$ cat src/hdl/sadpcm_pkg.sv
// Shared types, constants and the filter coefficient table of the ADPCM block decoder.
// Used by sadpcm_filter_unit, spu_adpcm_block_decoder and its checker; no dependencies.
package sadpcm_pkg;

  // Field and datapath widths
  localparam int unsigned SAMPLE_W   = 16;
  localparam int unsigned COEF_W     = 8;
  localparam int unsigned PROD_W     = SAMPLE_W + COEF_W;
  localparam int unsigned ACC_W      = 20;
  localparam int unsigned NIB_W      = 4;
  localparam int unsigned COEF_SHIFT = 6;

  // Configuration port
  localparam int unsigned CFG_ADDR_W = 3;
  localparam int unsigned CFG_DATA_W = 32;
  localparam logic CFG_IDX_OUTPUT_ENABLE = 1'b0;
  localparam logic CFG_IDX_IGNORE_LOOP   = 1'b1;

  // Positions within a 16-byte block
  localparam logic [3:0] POS_HEADER = 4'd0;
  localparam logic [3:0] POS_FLAGS  = 4'd1;
  localparam logic [3:0] POS_LAST   = 4'd15;

  // Filter numbers and block flags
  localparam logic [3:0] FILTER_MAX      = 4'd4;
  localparam int unsigned FLAG_LOOP_MARK = 2;
  localparam int unsigned FLAG_END       = 0;
  localparam logic [7:0] FLAGS_LOOP      = 8'h03;

  // End action codes reported on the last beat of a block
  localparam logic [1:0] END_CONTINUE = 2'd0;
  localparam logic [1:0] END_STOP     = 2'd1;
  localparam logic [1:0] END_LOOP     = 2'd2;

  // Control from the sequencer to the shared filter unit
  typedef struct packed {
    logic load;     // first half of a nibble: nibble term plus newest history term
    logic nib_hi;   // take the high nibble of the byte
  } unit_ctrl_t;

  // Coefficient for a filter; sel 0 weighs the newest history, sel 1 the older one.
  function automatic logic signed [COEF_W-1:0] filter_coef(input logic [3:0] filter,
                                                          input logic sel);
    logic signed [COEF_W-1:0] c;
    c = '0;
    case (filter)
      4'd1: c = sel ? 8'sd0 : 8'sd60;
      4'd2: c = sel ? -8'sd52 : 8'sd115;
      4'd3: c = sel ? -8'sd55 : 8'sd98;
      4'd4: c = sel ? -8'sd60 : 8'sd122;
      default: c = '0;
    endcase
    return c;
  endfunction

endpackage

$ cat src/hdl/sadpcm_filter_unit.sv
// Shared multiply-accumulate unit that reconstructs one ADPCM sample in two passes.
// Depends on sadpcm_pkg for widths, the control struct and the coefficient table.
module sadpcm_filter_unit (
  input  logic                                    clk_i,
  input  sadpcm_pkg::unit_ctrl_t                  ctrl_i,
  input  logic [7:0]                              byte_i,
  input  logic [3:0]                              shift_i,
  input  logic [3:0]                              filter_i,
  input  logic signed [sadpcm_pkg::SAMPLE_W-1:0]  hist_one_i,
  input  logic signed [sadpcm_pkg::SAMPLE_W-1:0]  hist_two_i,
  output logic signed [sadpcm_pkg::SAMPLE_W-1:0]  result_o
);

  localparam int unsigned AW = sadpcm_pkg::ACC_W;
  localparam logic signed [AW-1:0] SAT_MAX = AW'(32767);
  localparam logic signed [AW-1:0] SAT_MIN = -AW'(32768);

  logic [sadpcm_pkg::NIB_W-1:0]            nibble;
  logic signed [sadpcm_pkg::SAMPLE_W-1:0]  nib_placed;
  logic signed [sadpcm_pkg::SAMPLE_W-1:0]  nib_shifted;
  logic signed [sadpcm_pkg::SAMPLE_W-1:0]  hist_sel;
  logic signed [sadpcm_pkg::COEF_W-1:0]    coef_sel;
  logic signed [sadpcm_pkg::PROD_W-1:0]    prod;
  logic signed [sadpcm_pkg::PROD_W-1:0]    prod_scaled;
  logic signed [AW-1:0]                    term;
  logic signed [AW-1:0]                    sum;
  logic signed [AW-1:0]                    acc_q;

  // Nibble placed in the top bits and shifted down arithmetically.
  assign nibble      = ctrl_i.nib_hi ? byte_i[7:4] : byte_i[3:0];
  assign nib_placed  = {nibble, {(sadpcm_pkg::SAMPLE_W - sadpcm_pkg::NIB_W){1'b0}}};
  assign nib_shifted = nib_placed >>> shift_i;

  // The one multiplier: newest history on the load pass, older history on the finish pass.
  assign hist_sel    = ctrl_i.load ? hist_one_i : hist_two_i;
  assign coef_sel    = sadpcm_pkg::filter_coef(filter_i, !ctrl_i.load);
  assign prod        = hist_sel * coef_sel;
  assign prod_scaled = prod >>> sadpcm_pkg::COEF_SHIFT;
  assign term        = AW'(prod_scaled);

  // Finish pass adds the second term to the partial sum and saturates.
  assign sum = acc_q + term;

  always_comb begin
    if (sum > SAT_MAX) begin
      result_o = 16'sh7fff;
    end else if (sum < SAT_MIN) begin
      result_o = -16'sh8000;
    end else begin
      result_o = sum[sadpcm_pkg::SAMPLE_W-1:0];
    end
  end

  // Partial sum register between the two passes.
  always_ff @(posedge clk_i) begin
    if (ctrl_i.load) begin
      acc_q <= AW'(nib_shifted) + term;
    end
  end

endmodule

$ cat src/hdl/spu_adpcm_block_decoder.sv
// A header byte is taken with no result; a data byte goes through four passes of the shared
// multiplier (S_LO_A, S_LO_B, S_HI_A, S_HI_B) and then the output load in S_OUT.
// The input side stays stalled until S_OUT is left, as the single multiplier is shared.
// The output register lets the next byte in while a finished beat waits to be taken.
// Reset (rst_ni low, asynchronous) clears position, header, history and configuration.
// Depends on sadpcm_pkg and sadpcm_filter_unit.
module spu_adpcm_block_decoder (
  input  logic                                    clk_i,
  input  logic                                    rst_ni,
  // Compressed byte stream
  input  logic                                    in_valid_i,
  output logic                                    in_stall_o,
  input  logic [7:0]                              block_byte_i,
  input  logic                                    restart_i,
  // Decoded sample pairs
  output logic                                    out_valid_o,
  input  logic                                    out_stall_i,
  output logic signed [sadpcm_pkg::SAMPLE_W-1:0]  sample_first_o,
  output logic signed [sadpcm_pkg::SAMPLE_W-1:0]  sample_second_o,
  output logic                                    block_end_o,
  output logic                                    loop_start_here_o,
  output logic [1:0]                              end_action_o,
  output logic                                    bad_filter_o,
  // Configuration port
  input  logic                                    psel,
  input  logic                                    penable,
  input  logic                                    pwrite,
  input  logic [sadpcm_pkg::CFG_ADDR_W-1:0]       paddr,
  input  logic [sadpcm_pkg::CFG_DATA_W-1:0]       pwdata,
  output logic [sadpcm_pkg::CFG_DATA_W-1:0]       prdata,
  output logic                                    pready
);

  typedef enum logic [2:0] {
    S_IDLE,
    S_LO_A,
    S_LO_B,
    S_HI_A,
    S_HI_B,
    S_OUT
  } state_e;

  state_e state_q;

  logic [3:0] pos_q;
  logic [3:0] shift_q;
  logic [3:0] filter_q;
  logic [7:0] flags_q;
  logic signed [sadpcm_pkg::SAMPLE_W-1:0] hist_one_q;
  logic signed [sadpcm_pkg::SAMPLE_W-1:0] hist_two_q;
  logic signed [sadpcm_pkg::SAMPLE_W-1:0] sample_lo_q;
  logic [7:0] byte_q;
  logic       last_q;
  logic       output_enable_q;
  logic       ignore_loop_q;
  logic       out_valid_q;

  logic       in_accept;
  logic       out_free;
  logic       cfg_write;
  logic       cfg_idx;
  logic [3:0] pos_eff;
  logic       bad_filter;
  logic [1:0] end_action;
  logic       loop_mark;
  logic signed [sadpcm_pkg::SAMPLE_W-1:0] unit_result;
  sadpcm_pkg::unit_ctrl_t unit_ctrl;

  // Handshakes
  assign in_stall_o  = (state_q != S_IDLE);
  assign in_accept   = in_valid_i && !in_stall_o;
  assign out_valid_o = out_valid_q;
  assign out_free    = !out_valid_q || !out_stall_i;

  // Configuration decode; registers sit one word apart.
  assign pready    = 1'b1;
  assign cfg_write = psel && penable && pwrite && pready;
  assign cfg_idx   = paddr[sadpcm_pkg::CFG_ADDR_W-1];

  always_comb begin
    prdata = '0;
    unique case (cfg_idx)
      sadpcm_pkg::CFG_IDX_OUTPUT_ENABLE: prdata[0] = output_enable_q;
      sadpcm_pkg::CFG_IDX_IGNORE_LOOP:   prdata[0] = ignore_loop_q;
      default:                           prdata = '0;
    endcase
  end

  // Sequencer drives the shared unit through two passes per nibble.
  always_comb begin
    unit_ctrl.load   = (state_q == S_LO_A) || (state_q == S_HI_A);
    unit_ctrl.nib_hi = (state_q == S_HI_A) || (state_q == S_HI_B);
  end

  sadpcm_filter_unit u_filter (
    .clk_i      (clk_i),
    .ctrl_i     (unit_ctrl),
    .byte_i     (byte_q),
    .shift_i    (shift_q),
    .filter_i   (filter_q),
    .hist_one_i (hist_one_q),
    .hist_two_i (hist_two_q),
    .result_o   (unit_result)
  );

  // A restart byte always opens a new block.
  assign pos_eff = restart_i ? sadpcm_pkg::POS_HEADER : pos_q;

  // Block status reported with the beat.
  assign bad_filter = (filter_q > sadpcm_pkg::FILTER_MAX);
  assign loop_mark  = last_q && flags_q[sadpcm_pkg::FLAG_LOOP_MARK] && !ignore_loop_q;

  always_comb begin
    end_action = sadpcm_pkg::END_CONTINUE;
    if (last_q && flags_q[sadpcm_pkg::FLAG_END]) begin
      end_action = (flags_q == sadpcm_pkg::FLAGS_LOOP) ? sadpcm_pkg::END_LOOP
                                                       : sadpcm_pkg::END_STOP;
    end
  end

  // State, block context, history and configuration.
  always_ff @(posedge clk_i or negedge rst_ni) begin
    if (!rst_ni) begin
      state_q         <= S_IDLE;
      pos_q           <= '0;
      shift_q         <= '0;
      filter_q        <= '0;
      flags_q         <= '0;
      hist_one_q      <= '0;
      hist_two_q      <= '0;
      output_enable_q <= 1'b0;
      ignore_loop_q   <= 1'b0;
      out_valid_q     <= 1'b0;
    end else begin
      if (cfg_write) begin
        unique case (cfg_idx)
          sadpcm_pkg::CFG_IDX_OUTPUT_ENABLE: output_enable_q <= pwdata[0];
          sadpcm_pkg::CFG_IDX_IGNORE_LOOP:   ignore_loop_q   <= pwdata[0];
          default: ;
        endcase
      end

      // The output beat is raised when a result is loaded and dropped once taken.
      if (state_q == S_OUT && out_free) begin
        out_valid_q <= 1'b1;
      end else if (out_valid_q && !out_stall_i) begin
        out_valid_q <= 1'b0;
      end

      unique case (state_q)
        S_IDLE: begin
          if (in_accept) begin
            pos_q <= pos_eff + 4'd1;
            if (restart_i) begin
              hist_one_q <= '0;
              hist_two_q <= '0;
            end
            if (pos_eff == sadpcm_pkg::POS_HEADER) begin
              shift_q  <= block_byte_i[3:0];
              filter_q <= block_byte_i[7:4];
            end else if (pos_eff == sadpcm_pkg::POS_FLAGS) begin
              flags_q <= block_byte_i;
            end else begin
              state_q <= S_LO_A;
            end
          end
        end
        S_LO_A: state_q <= S_LO_B;
        S_LO_B: begin
          hist_two_q <= hist_one_q;
          hist_one_q <= unit_result;
          state_q    <= S_HI_A;
        end
        S_HI_A: state_q <= S_HI_B;
        S_HI_B: begin
          hist_two_q <= hist_one_q;
          hist_one_q <= unit_result;
          state_q    <= S_OUT;
        end
        S_OUT: begin
          if (out_free) begin
            state_q <= S_IDLE;
          end
        end
        default: state_q <= S_IDLE;
      endcase
    end
  end

  // Byte under decode, the first sample and the output beat.
  always_ff @(posedge clk_i) begin
    if (in_accept) begin
      byte_q <= block_byte_i;
      last_q <= (pos_eff == sadpcm_pkg::POS_LAST);
    end
    if (state_q == S_LO_B) begin
      sample_lo_q <= unit_result;
    end
    if (state_q == S_OUT && out_free) begin
      sample_first_o    <= output_enable_q ? sample_lo_q : '0;
      sample_second_o   <= output_enable_q ? hist_one_q : '0;
      block_end_o       <= last_q;
      loop_start_here_o <= loop_mark;
      end_action_o      <= end_action;
      bad_filter_o      <= bad_filter;
    end
  end

endmodule

$ cat config.mk
export PLATFORM = sky130hd
export DESIGN_NAME = spu_adpcm_block_decoder
export DESIGN_NICKNAME = d
export VERILOG_FILES = /design/src/hdl/sadpcm_pkg.sv /design/src/hdl/sadpcm_filter_unit.sv /design/src/hdl/spu_adpcm_block_decoder.sv
export SDC_FILE = /design/constraint.sdc
export NUM_CORES = 1
export LEC_CHECK = 0
export ABC_CLOCK_PERIOD_IN_PS = 12400
export BUFFER_PORTS_ARGS = -buffer_cell sky130_fd_sc_hd__buf_2
export CAP_MARGIN = 10
export CORE_MARGIN = 2
export CORE_UTILIZATION = 35
export CTS_CLUSTER_SIZE = 24
export DETAILED_ROUTE_END_ITERATION = 8
export HOLD_SLACK_MARGIN = 0.08
export PLACE_DENSITY = 0.56
export SYNTH_ARGS = -nofsm -noshare
export SYNTH_HDL_FRONTEND = slang
export SYNTH_SLANG_ARGS = --single-unit
$ cat constraint.sdc
create_clock -name clk_i -period 12.4 [get_ports clk_i]
set_clock_uncertainty 0.2 [all_clocks]
set_input_delay 2.48 -clock clk_i [delete_from_list [all_inputs] [get_ports clk_i]]
set_output_delay 2.48 -clock clk_i [all_outputs]
set_load 0.005 [all_outputs]
# Yosys cells after proc, flatten, opt, wreduce, memory -nomap -nowiden
# Index checks and enable logic that the tools add are counted.
word_totals:
  reg_bits: 140
  inputBits: 51
  out_inout_bits: 72
  wordCells: 98
classes:
  n_addsub: 3
  multipliers: 1
  n_lt_le_gt_ge: 3
  n_eq_ne: 17
  shifts: 1
  n_mux: 23
  bitwise: 2
  reduce_logical: 28
op_table:
  columns: ["op", "n"]
  rows:
  - ["16-bit 2-to-1 mux", 5]
  - ["16-bit one-hot mux with 2 select lines", 2]
  - ["8-bit one-hot mux with 4 select lines", 1]
  - ["16-bit by 8-bit multiplier with 24-bit output", 1]
  - ["8-bit 2-to-1 mux", 3]
  - ["20-bit by 18-bit adder with 20-bit output", 1]
  - ["20-bit by 16-bit > comparator with 1-bit output, second input constant", 1]
  - ["20-bit by 16-bit less-than comparator with 1-bit output, second input constant", 1]
  - ["16-bit by 18-bit adder with 19-bit output", 1]
  - ["3-bit one-hot mux with 6 select lines", 1]
  - ["16-bit by 4-bit >>> shifter with 16-bit output", 1]
  - ["3-bit 2-to-1 mux", 4]
  - ["2-bit != test, second input constant", 5]
  - ["4-bit by 1-bit == test with 1-bit output, second input constant", 2]
  - ["4-bit by 2-bit == test with 1-bit output, second input constant", 2]
  - ["8-bit by 2-bit == test with 1-bit output, second input constant", 1]
  - ["1-bit logical AND", 8]
  - ["4-bit 2-to-1 mux", 2]
  - ["4-bit AND reduction", 2]
  - ["3-bit by 2-bit == test with 1-bit output, second input constant", 2]
  - ["3-bit == test, second input constant", 2]
  - ["6-bit 2-to-1 mux", 1]
  - ["2-bit AND reduction", 3]
  - ["3-bit AND reduction", 2]
  - ["16 further kinds", 24]

# Longest topological paths before layout
# Gate-level depths: netlist of the first run.
depth:
  word_depth: 10
  ltp_mapped: 38
  mapped_depth_nobuf: 35

# By module
# A second synthesis of the first run with hierarchy kept.
hier_totals:
  hier_cells: 1236
  area_unflattened_um2: 12303.0
by_module_without_submodules:
  columns: ["module", "n_inst", "cells_per_inst", "area_per_inst_um2", "seq_area_each_um2"]
  rows:
  - ["sadpcm_filter_unit", 1, 928, 7609.8, 570.5]
  - ["spu_adpcm_block_decoder", 1, 308, 4693.3, 3313.2]

# Worst setup path after synthesis of the first run
# No wires, ideal clock.
synth_path:
  path_kind: "register -> register"
  from: "register state_q[0]"
  to: "register sample_lo_q[10] (netlist bit) (data pin)"
  t_arrival_ns: 7.949
  required_time_ns: 11.914
  slack_ns: 3.965
  path_stages_with_launch: 29
  period_less_slack_ns: 8.435
  cell_sequence: "dfrtp_1 clkbuf_1 nand2b_1 inv_1 clkbuf_1 clkbuf_1 nand3_1 fa_1 fa_1 inv_1 fa_1 inv_1 fa_1 inv_1 ha_1 a21oi_1 a31oi_1 a221oi_2 o21ai_1 o31a_1 a21bo_2 xor2_1 ha_1 a2111oi_4 a22oi_1 a21boi_2 xor2_2 nor4_2 a21oi_1"
synth_via:
  elab_chain_cells: 9
synth_rtl:
  columns: ["element", "line_no", "rtl"]
  rows:
  - ["start: declaration", "spu_adpcm_block_decoder.sv:43", "state_e state_q;"]
  - ["start signal: assignment", "spu_adpcm_block_decoder.sv:124", "state_q <= S_IDLE;"]
  - ["start signal: assignment", "spu_adpcm_block_decoder.sv:164", "state_q <= S_LO_A;"]
  - ["start signal: assignment", "spu_adpcm_block_decoder.sv:168", "S_LO_A: state_q <= S_LO_B;"]
  - ["3-bit by 1-bit == test with 1-bit output / 3-bit by 2-bit == test with 1-bit output (equally long branches)", "spu_adpcm_block_decoder.sv:91", "unit_ctrl.load = (state_q == S_LO_A) || (state_q == S_HI_A);"]
  - ["1-bit logical OR (*)", "spu_adpcm_block_decoder.sv:91", null]
  - ["8-bit 2-to-1 mux, or another cell as far along", "sadpcm_pkg.sv:49", "4'd3: c = sel ? -8'sd55 : 8'sd98;"]
  - ["8-bit one-hot mux with 4 select lines", "sadpcm_pkg.sv:46", "case (filter)"]
  - ["16-bit by 8-bit multiplier with 24-bit output (*)", "sadpcm_filter_unit.sv:37", "assign prod = hist_sel * coef_sel;"]
  - ["20-bit by 18-bit adder with 20-bit output (*)", "sadpcm_filter_unit.sv:42", "assign sum = acc_q + term;"]
  - ["20-bit by 16-bit less-than comparator with 1-bit output", "sadpcm_filter_unit.sv:47", "end else if (sum < SAT_MIN) begin"]
  - ["16-bit 2-to-1 mux", "sadpcm_filter_unit.sv:47", null]
  - ["16-bit 2-to-1 mux (*)", "sadpcm_filter_unit.sv:45", "if (sum > SAT_MAX) begin"]
  - ["via u_filter.result_o, one bit", "sadpcm_filter_unit.sv:11", "output logic signed [sadpcm_pkg::SAMPLE_W-1:0] result_o"]
  - ["end signal: assignment", "spu_adpcm_block_decoder.sv:197", "sample_lo_q <= unit_result;"]
  - ["end: declaration", "spu_adpcm_block_decoder.sv:51", "logic signed [sadpcm_pkg::SAMPLE_W-1:0] sample_lo_q;"]
# Mark *: on every way through the listed nets, which the timed path passes. The rest lies on a longest branch.
# A chain may end at the register's enable or synchronous reset.

# Worst setup path in the final report of the first run
layout_path:
  from: "register state_q[0]"
  to: "register hist_one_q[3] (netlist bit)"
layout_via:
  elab_chain_cells: 10
layout_rtl:
  columns: ["element", "line_no", "rtl"]
  rows:
  - ["3-bit by 1-bit == test with 1-bit output / 3-bit by 2-bit == test with 1-bit output (equally long branches)", "spu_adpcm_block_decoder.sv:91", null]
  - ["1-bit logical OR", "spu_adpcm_block_decoder.sv:91", null]
  - ["8-bit 2-to-1 mux, or another cell as far along", "sadpcm_pkg.sv:49", null]
  - ["8-bit one-hot mux with 4 select lines", "sadpcm_pkg.sv:46", null]
  - ["16-bit by 8-bit multiplier with 24-bit output", "sadpcm_filter_unit.sv:37", null]
  - ["20-bit by 18-bit adder with 20-bit output", "sadpcm_filter_unit.sv:42", null]
  - ["20-bit by 16-bit less-than comparator with 1-bit output", "sadpcm_filter_unit.sv:47", null]
  - ["16-bit 2-to-1 mux", "sadpcm_filter_unit.sv:47", null]
  - ["16-bit 2-to-1 mux", "sadpcm_filter_unit.sv:45", null]
  - ["16-bit one-hot mux with 2 select lines", "spu_adpcm_block_decoder.sv:150", "unique case (state_q)"]
  - ["end signal: assignment", "spu_adpcm_block_decoder.sv:171", "hist_one_q <= unit_result;"]
  - ["end signal: assignment", "spu_adpcm_block_decoder.sv:177", "hist_one_q <= unit_result;"]
  - ["end: declaration", "spu_adpcm_block_decoder.sv:49", "logic signed [sadpcm_pkg::SAMPLE_W-1:0] hist_one_q;"]
# Several ways; a longest one is shown, not always the timed one.

==> results.md, run 1 <==
* Status: finished clean
* Cts hold-fix bufs at 0
* DRC viols at 0
* Main combinational cell family by area after synthesis: adder cells
* Root Driver: clkbuf_16
* Top-count cell post-synth: inv_1
* Synth top area cells: edfxtp_1, fa_1, dfrtp_1
* RSZ-0062 raised after global routing: no
* Sink Count at 139
* Die Wd at 191 um
* Top cells by count, synth: inv_1, nor2_1, fa_1
* Post-synthesis sequential area ratio at 31.7%
* Fin crit period at 10.40 ns
* Adder-Cell Fraction of Synth Area at 25.5%
* Nets at 1517
* Yosys warning total at 0
* # setup viols final at 0
* Vias/cell at 4.90
* CP endpoint: hist_one_q[3]$_DFFE_PN0P_
* Least-Margin Pin Slew at 1.04 ns
* Number of synthesized flops with an enable pin at 81
* Port buffer count at 57
* Largest area contributor in the netlist: edfxtp_1
* Largest net degree at the start of global routing at 59
* Worst min-delay path class: flop to flop
* Core box area at 0.0345 mm2
* Post-DP HPWL at 22000 um
* CTS tree: done
* DRT iter0 DRCs at 490
* Slew Limit Headroom at 30.0%
* Synth Area in XOR/XNOR at 3.84%
* Crit Reg-Reg Startpoint: state_q[0]$_DFFE_PN0P_
* Post-CTS sizing at 0
* Vias post-DR at 8548
* Die footprint at 0.0365 mm2
* Num CTS Buffers at 17
* Crit Path Class: flop to flop
* First-pass GRT wire length at 46800 um
* Initial DRT Pass Iterations at 5
* I/O pin count at 123
* Ant. Diodes at 0
* Area Overhead vs Synth at 9.89%
* Final WL at 28400 um
* Initial core utilization at 35.5%
* Crit-path max FO at 16
* Reg2Reg Setup Slack at 2.00 ns
* Crit end category: flop
* Post-DRT Antenna Nets at 0
* Setup slack at placement at 2.04 ns
* CP max stage delay at 0.70 ns
* CTS H-tree depth at 4
* Maxcap violations at 0
* Cell variety after synth at 68
* Routability cong. at 0.830
* Mean area per synthesized cell at 9.94 um2
* Hold depth at 1
* Fin. Hold Viols at 0
* WL/cell at 16.3 um
* Post-CTS Setup Bufs at 0
* Critical Path Start: state_q[0]$_DFFE_PN0P_
* Yosys top cell area share at 19.9%
* Main synth FF type: edfxtp_1
* Slowest cell on crit path: nand3_1
* Row Count at 68
* FF-to-FF End: hist_one_q[3]$_DFFE_PN0P_
* Critical Path RT at 12.47 ns
* GR Util All Layers at 16.5%
* Synth Area in Simple Gates at 14.5%
* Clk_lat worst skew at 0.44 ns
* Synth Instances at 1232
* Die height at 191 um
* F_max at 96.2 MHz
* Slack of the critical path at 2.00 ns
* Vias in the first global route at 8631
* Ys async rst share at 41.7%
* Area of the multi-input gates at 0.00746 mm2
* Grt ovf at 0
* Filler Cell Count at 3403
* Period utilization at 83.9%
* Sum Neg Setup Slack at 0 ns
* Critical path launch point type: flop
* CTS clk-pin slew, worst paths at 0.07 ns
* Yosys reg bits at 139
* Share of cells above drive strength 1 at 12.5%
* CP most frequent cell: fa_1
* Mux cell area share after synthesis at 3.79%
* Clock Tree Buf Depth at 2
* Synth Area in Compound Gates at 12.0%
* Worst path arrival time at 10.47 ns
* Max Slew Vio Count at 0
* R2R cell count at 28
* Register area at 0.00388 mm2
* Number of antenna violations at the first check in global routing at 0
* Post-synthesis cell area at 0.0122 mm2
sequential cells by signal (all words and copies together), names as in the netlist, 2 cells and up:
signal,count
pos_q,4
filter_q,4
sample_first_o,16
byte_q,8
hist_two_q,16
flags_q,8
state_q,3
sample_lo_q,16
hist_one_q,16
u_filter.acc_q,19
shift_q,4
end_action_o,2
sample_second_o,16
worst max-delay path, delay by kind of cell, from the launching register on:
kind	cells	cell delay, ns
and+or+nand+nor	7	3.21
AOI/OAI and AO/OA	10	2.85
adders and majority gates	6	2.82
DFF	1	0.54
xor gates and xnor gates	2	0.44
buffers and inverters	3	0.17
kinds of logic after synthesis:
kind of cell    count (synthesis)
simple gates                  369
compound gates                199
flops                         139
fa+ha+maj                     188
xor+xnor                       52
buf+inv                       239
other cells                     2
mux                            44
worst min-delay path by stage:
| stage | from | endpoint | slack [ns] |
|---|---|---|---|
| 2_1_floorplan | last_q$_DFFE_PP_ | block_end_o$_DFFE_PP_ | 0.25 |
| 3_3_place_gp | hist_two_q[15]$_DFFE_PN0P_ | hist_two_q[15]$_DFFE_PN0P_ | 0.29 |
| 3_5_place_dp | pos_q[1]$_DFFE_PN0P_ | pos_q[1]$_DFFE_PN0P_ | 0.30 |
| 4_1_cts | pos_q[1]$_DFFE_PN0P_ | pos_q[1]$_DFFE_PN0P_ | 0.31 |
| 5_1_grt | flags_q[3]$_DFFE_PN0P_ | flags_q[3]$_DFFE_PN0P_ | 0.33 |
| 6_report | flags_q[5]$_DFFE_PN0P_ | flags_q[5]$_DFFE_PN0P_ | 0.31 |
area by class of cell:
cell class	count	share of cell area, %
inverter	171	4.77
multi-input combinational	884	55.4
tap	455	4.23
sequential	139	28.9
clock inverter	11	0.623
timing repair buffer	65	2.59
clock buffer	21	3.51
layer usage:
| metal | part of all wire, % | track usage [%] |
|---|---|---|
| met3 | 4.2 | 2.50 |
| met1 | 46 | 22.7 |
| met4 | 1.4 | 4.20 |
| met5 | 0 | 0 |
| met2 | 48 | 27.3 |
placed cells by master, fill, tap and decap left out, types with 4 or more instances in the layout:
cell type	n
or3_1	9
o21ai_0	31
dfrtp_1	58
edfxtp_1	81
nor2b_1	8
xnor2_1	40
nand2b_1	18
nor2_1	147
o21a_1	9
and3_1	19
o21ai_1	4
a31oi_1	6
and2_1	40
ha_1	85
buf_4	7
o211ai_2	10
xor2_1	10
a21oi_2	5
clkbuf_16	18
mux2_2	19
nand3_1	15
nor3b_1	4
a22o_1	20
nor3_1	12
fa_1	103
conb_1	32
buf_2	57
a21o_1	13
a21oi_1	58
or2_2	13
o22ai_1	4
nand2_1	67
inv_1	170
nand3b_1	5
clkinv_4	4
mux2i_1	25
stage by stage:
step / instances / instance area (um2) / hold WS [ns] / utilization, %
6_report: 1746 / 13500 / 0.312 / 39.0
5_1_grt: 1746 / 13500 / 0.328 / 39.0
4_1_cts: 1745 / 13400 / 0.314 / 39.0
3_5_place_dp: 1713 / 12900 / 0.297 / 37.4
3_3_place_gp: 1713 / 12900 / 0.287 / 37.4
2_1_floorplan: 1262 / 12400 / 0.251 / -
Power of run 1 is not shown: default switching activity piles up to over one toggle a cycle in this logic, so the estimate is an artifact.
==> inputs of run 2 (changes only) <==
ABC_AREA = 1   (was default)
ABC_CLOCK_PERIOD_IN_PS = 8800   (was 12400)
PLACE_DENSITY = 0.58   (was 0.56)
clock period = 8.8 ns   (was 12.4 ns; I/O delays follow)
==> results.md, run 2 <==
* Synth Instances at 1542 (+25%)
* DRC viols at 0 (unchanged)
* Yosys reg bits at 139 (unchanged)
* WL/cell at 14.1 um (-13%)
* Crit-path max FO at 18 (+2)
* Max Slew Vio Count at 0 (unchanged)
* Status: finished clean
* Die height at 193 um (+1.3%)
* First-pass GRT wire length at 49400 um (+5.7%)
* # setup viols final at 0 (unchanged)
* Fin. Hold Viols at 0 (unchanged)
* CTS tree: done
* Synth top area cells: edfxtp_1, fa_1, dfrtp_1
* Hold Crit Start: hist_two_q[15]$_DFFE_PN0P_
* Clk_lat worst skew at 0.43 ns (about the same)
* Crit Path Class: flop to flop
* Post-synthesis cell area at 0.0126 mm2 (+2.6%)
* Final WL at 29400 um (+3.3%)
* Worst path arrival time at 8.23 ns (-2.24 ns)
* Crit end category: flop
* Initial core utilization at 35.4% (-0.12 points)
* Main synth FF type: edfxtp_1
* I/O pin count at 123 (unchanged)
* Vias in the first global route at 9463 (+9.6%)
* Cell variety after synth at 49 (-28%)
* Ys async rst share at 41.7% (unchanged)
* Largest net degree at the start of global routing at 59 (unchanged)
* Yosys warning total at 0 (unchanged)
* Worst min-delay path class: flop to flop
* Share of cells above drive strength 1 at 9.02% (-3.5 points)
* Critical Path Start: state_q[2]$_DFFE_PN0P_
* Number of antenna violations at the first check in global routing at 0 (unchanged)
* Most common cell after layout, fill and taps aside: nand2_1
* Least-Margin Pin Slew at 1.07 ns (+0.0330 ns)
* Die footprint at 0.0374 mm2 (+2.6%)
* Vias post-DR at 9564 (+12%)
* Sink Count at 139 (unchanged)
* Die Wd at 193 um (+1.3%)
* Grt ovf at 0 (unchanged)
* Most frequent cells in the layout: nand2_1, inv_1, nor2_1
* RSZ-0062 raised after global routing: no
* CP top delay family: adder cells
* Mean area per synthesized cell at 8.15 um2 (-18%)
* Period utilization at 92.2% (+8.3 points)
* Fin crit period at 8.11 ns (-2.29 ns)
* Ant. Diodes at 0 (unchanged)
* Crit Reg-Reg Startpoint: state_q[2]$_DFFE_PN0P_
* Nets at 1844 (+22%)
* Top-count cell post-synth: nand2_1
* Critical path launch point type: flop
* Core box area at 0.0355 mm2 (+3.0%)
* Root Driver: clkbuf_16
* Num CTS Buffers at 17 (unchanged)
* Sum Neg Setup Slack at 0 ns (unchanged)
* CTS clk-pin slew, worst paths at 0.07 ns (about the same)
* Bufs and invs on worst path at 7 (+4)
* Critical Path RT at 8.92 ns (-3.55 ns)
* Area Overhead vs Synth at 10.6%
* CP max stage delay at 0.55 ns (-0.15 ns)
* GR Util All Layers at 16.4% (-0.15 points)
* Post-synthesis sequential area ratio at 30.9% (-0.81 points)
* CP most frequent cell: nand2_1
* Largest area contributor in the netlist: edfxtp_1
* Port buffer count at 57 (unchanged)
* Top cells by count, synth: nand2_1, inv_1, nor2_1
* Initial DRT Pass Iterations at 5 (unchanged)
* Row Count at 69 (+1.5%)
* Routability cong. at 0.853 (+2.8%)
* Slowest cell on crit path: fa_1
* Max reg flops at 19 (unchanged)
* Post-DRT Antenna Nets at 0 (unchanged)
* Maxcap violations at 0 (unchanged)
* Most flops, register: u_filter.acc_q
* Slew Limit Headroom at 28.4% (-1.6 points)
* F_max at 123 MHz (+28%)
* Vias/cell at 4.60 (-6.0%)
* Yosys top cell area share at 19.4% (-0.51 points)
* Number of synthesized flops with an enable pin at 81 (unchanged)
* Filler Cell Count at 3572 (+5.0%)
* Post-DP HPWL at 24100 um (+9.6%)
* DRT iter0 DRCs at 635 (+30%)
* Clock Tree Buf Depth at 2 (unchanged)
* CTS H-tree depth at 4 (unchanged)
[run 2: changes by cell type in the layout (fill, tap and decap cells not counted), sizes merged, moves of 21 or more]
cell / before / now
and2: 41 / 3
mux2i: 25 / 0
inv: 175 / 346
xor2: 12 / 33
nand2: 67 / 380
o21ai: 36 / 63
[run 2: layer usage]
metal	vias to the layer above	GRT usage, %	routed length, um
met3	22	1.97	1010
met4	0	3.70	379
met5	-	0	0
met1	4546	23.0	14100
met2	178	27.0	13900
li1	4818	-	-
[run 2: path summary, 6_finish.rpt]
check / depth (start not counted) / slack, ns / endpoint
worst max-delay path: 36 / 0.69 / hist_one_q[1]$_DFFE_PN0P_
worst min-delay path: 2 / 0.29 / hist_two_q[15]$_DFFE_PN0P_
worst max register to register: 36 / 0.69 / hist_one_q[1]$_DFFE_PN0P_
worst min register to register: 2 / 0.29 / hist_two_q[15]$_DFFE_PN0P_
max in group asynchronous: 2 / 6.56 / hist_two_q[10]$_DFFE_PN0P_
min in group asynchronous: 2 / 1.27 / shift_q[2]$_DFFE_PN0P_
[run 2: worst reg2reg max path, delay by kind of cell (launching register included)]
kind,cells,cell delay (ns)
compound gates,6,1.35
xor+xnor,2,0.53
fa+ha+maj,6,2.77
buf+inv,7,1.12
flops,1,0.46
simple gates,15,1.52
[run 2: what timing repair did]
| item | 4_1_cts | 5_1_grt |
|---|---|---|
| endpoints found under the setup margin | 0 | 1 |
| resized for setup | 0 | 1 |
| hold buffers | 0 | 0 |
| setup buffers | 0 | 0 |
[run 2: cell families (layout without fill, tap and decap cells)]
logic type	Yosys count	in the layout	synth area share, %
flip-flops	139	139	30.9
XOR/XNOR	53	53	3.84
buffers and inverters	396	442	13.2
AO/OA/AOI/OAI	175	175	7.68
other	2	32	0.0598
multiplexers	6	6	0.538
AND/OR/NAND/NOR	583	583	18.9
adder cells (fa/ha/maj)	188	188	24.9
[run 2: through the flow]
step           setup slack [ns]  instance area [um2]  utilization, %  instances  hold WS [ns]
2_1_floorplan              1.19                12700               -       1572         0.242
3_3_place_gp              0.665                13300            37.4       2047         0.267
3_5_place_dp              0.634                13300            37.4       2047         0.269
4_1_cts                   0.580                13900            39.2       2079         0.284
5_1_grt                   0.127                13900            39.2       2079         0.320
6_report                  0.687                13900            39.2       2079         0.291
[run 2: final cells by class]
class                   count  area, um2  area share (%)
multi-input cells        1037       7160            51.5
flip-flops and latches    139       3880            28.0
inverters                 341       1280            9.21
well taps                 461        577            4.15
clock buffers              19        475            3.42
repair buffers             69        375            2.70
clock inverters            13        143            1.03
Power of run 2 is left out for the same reason.
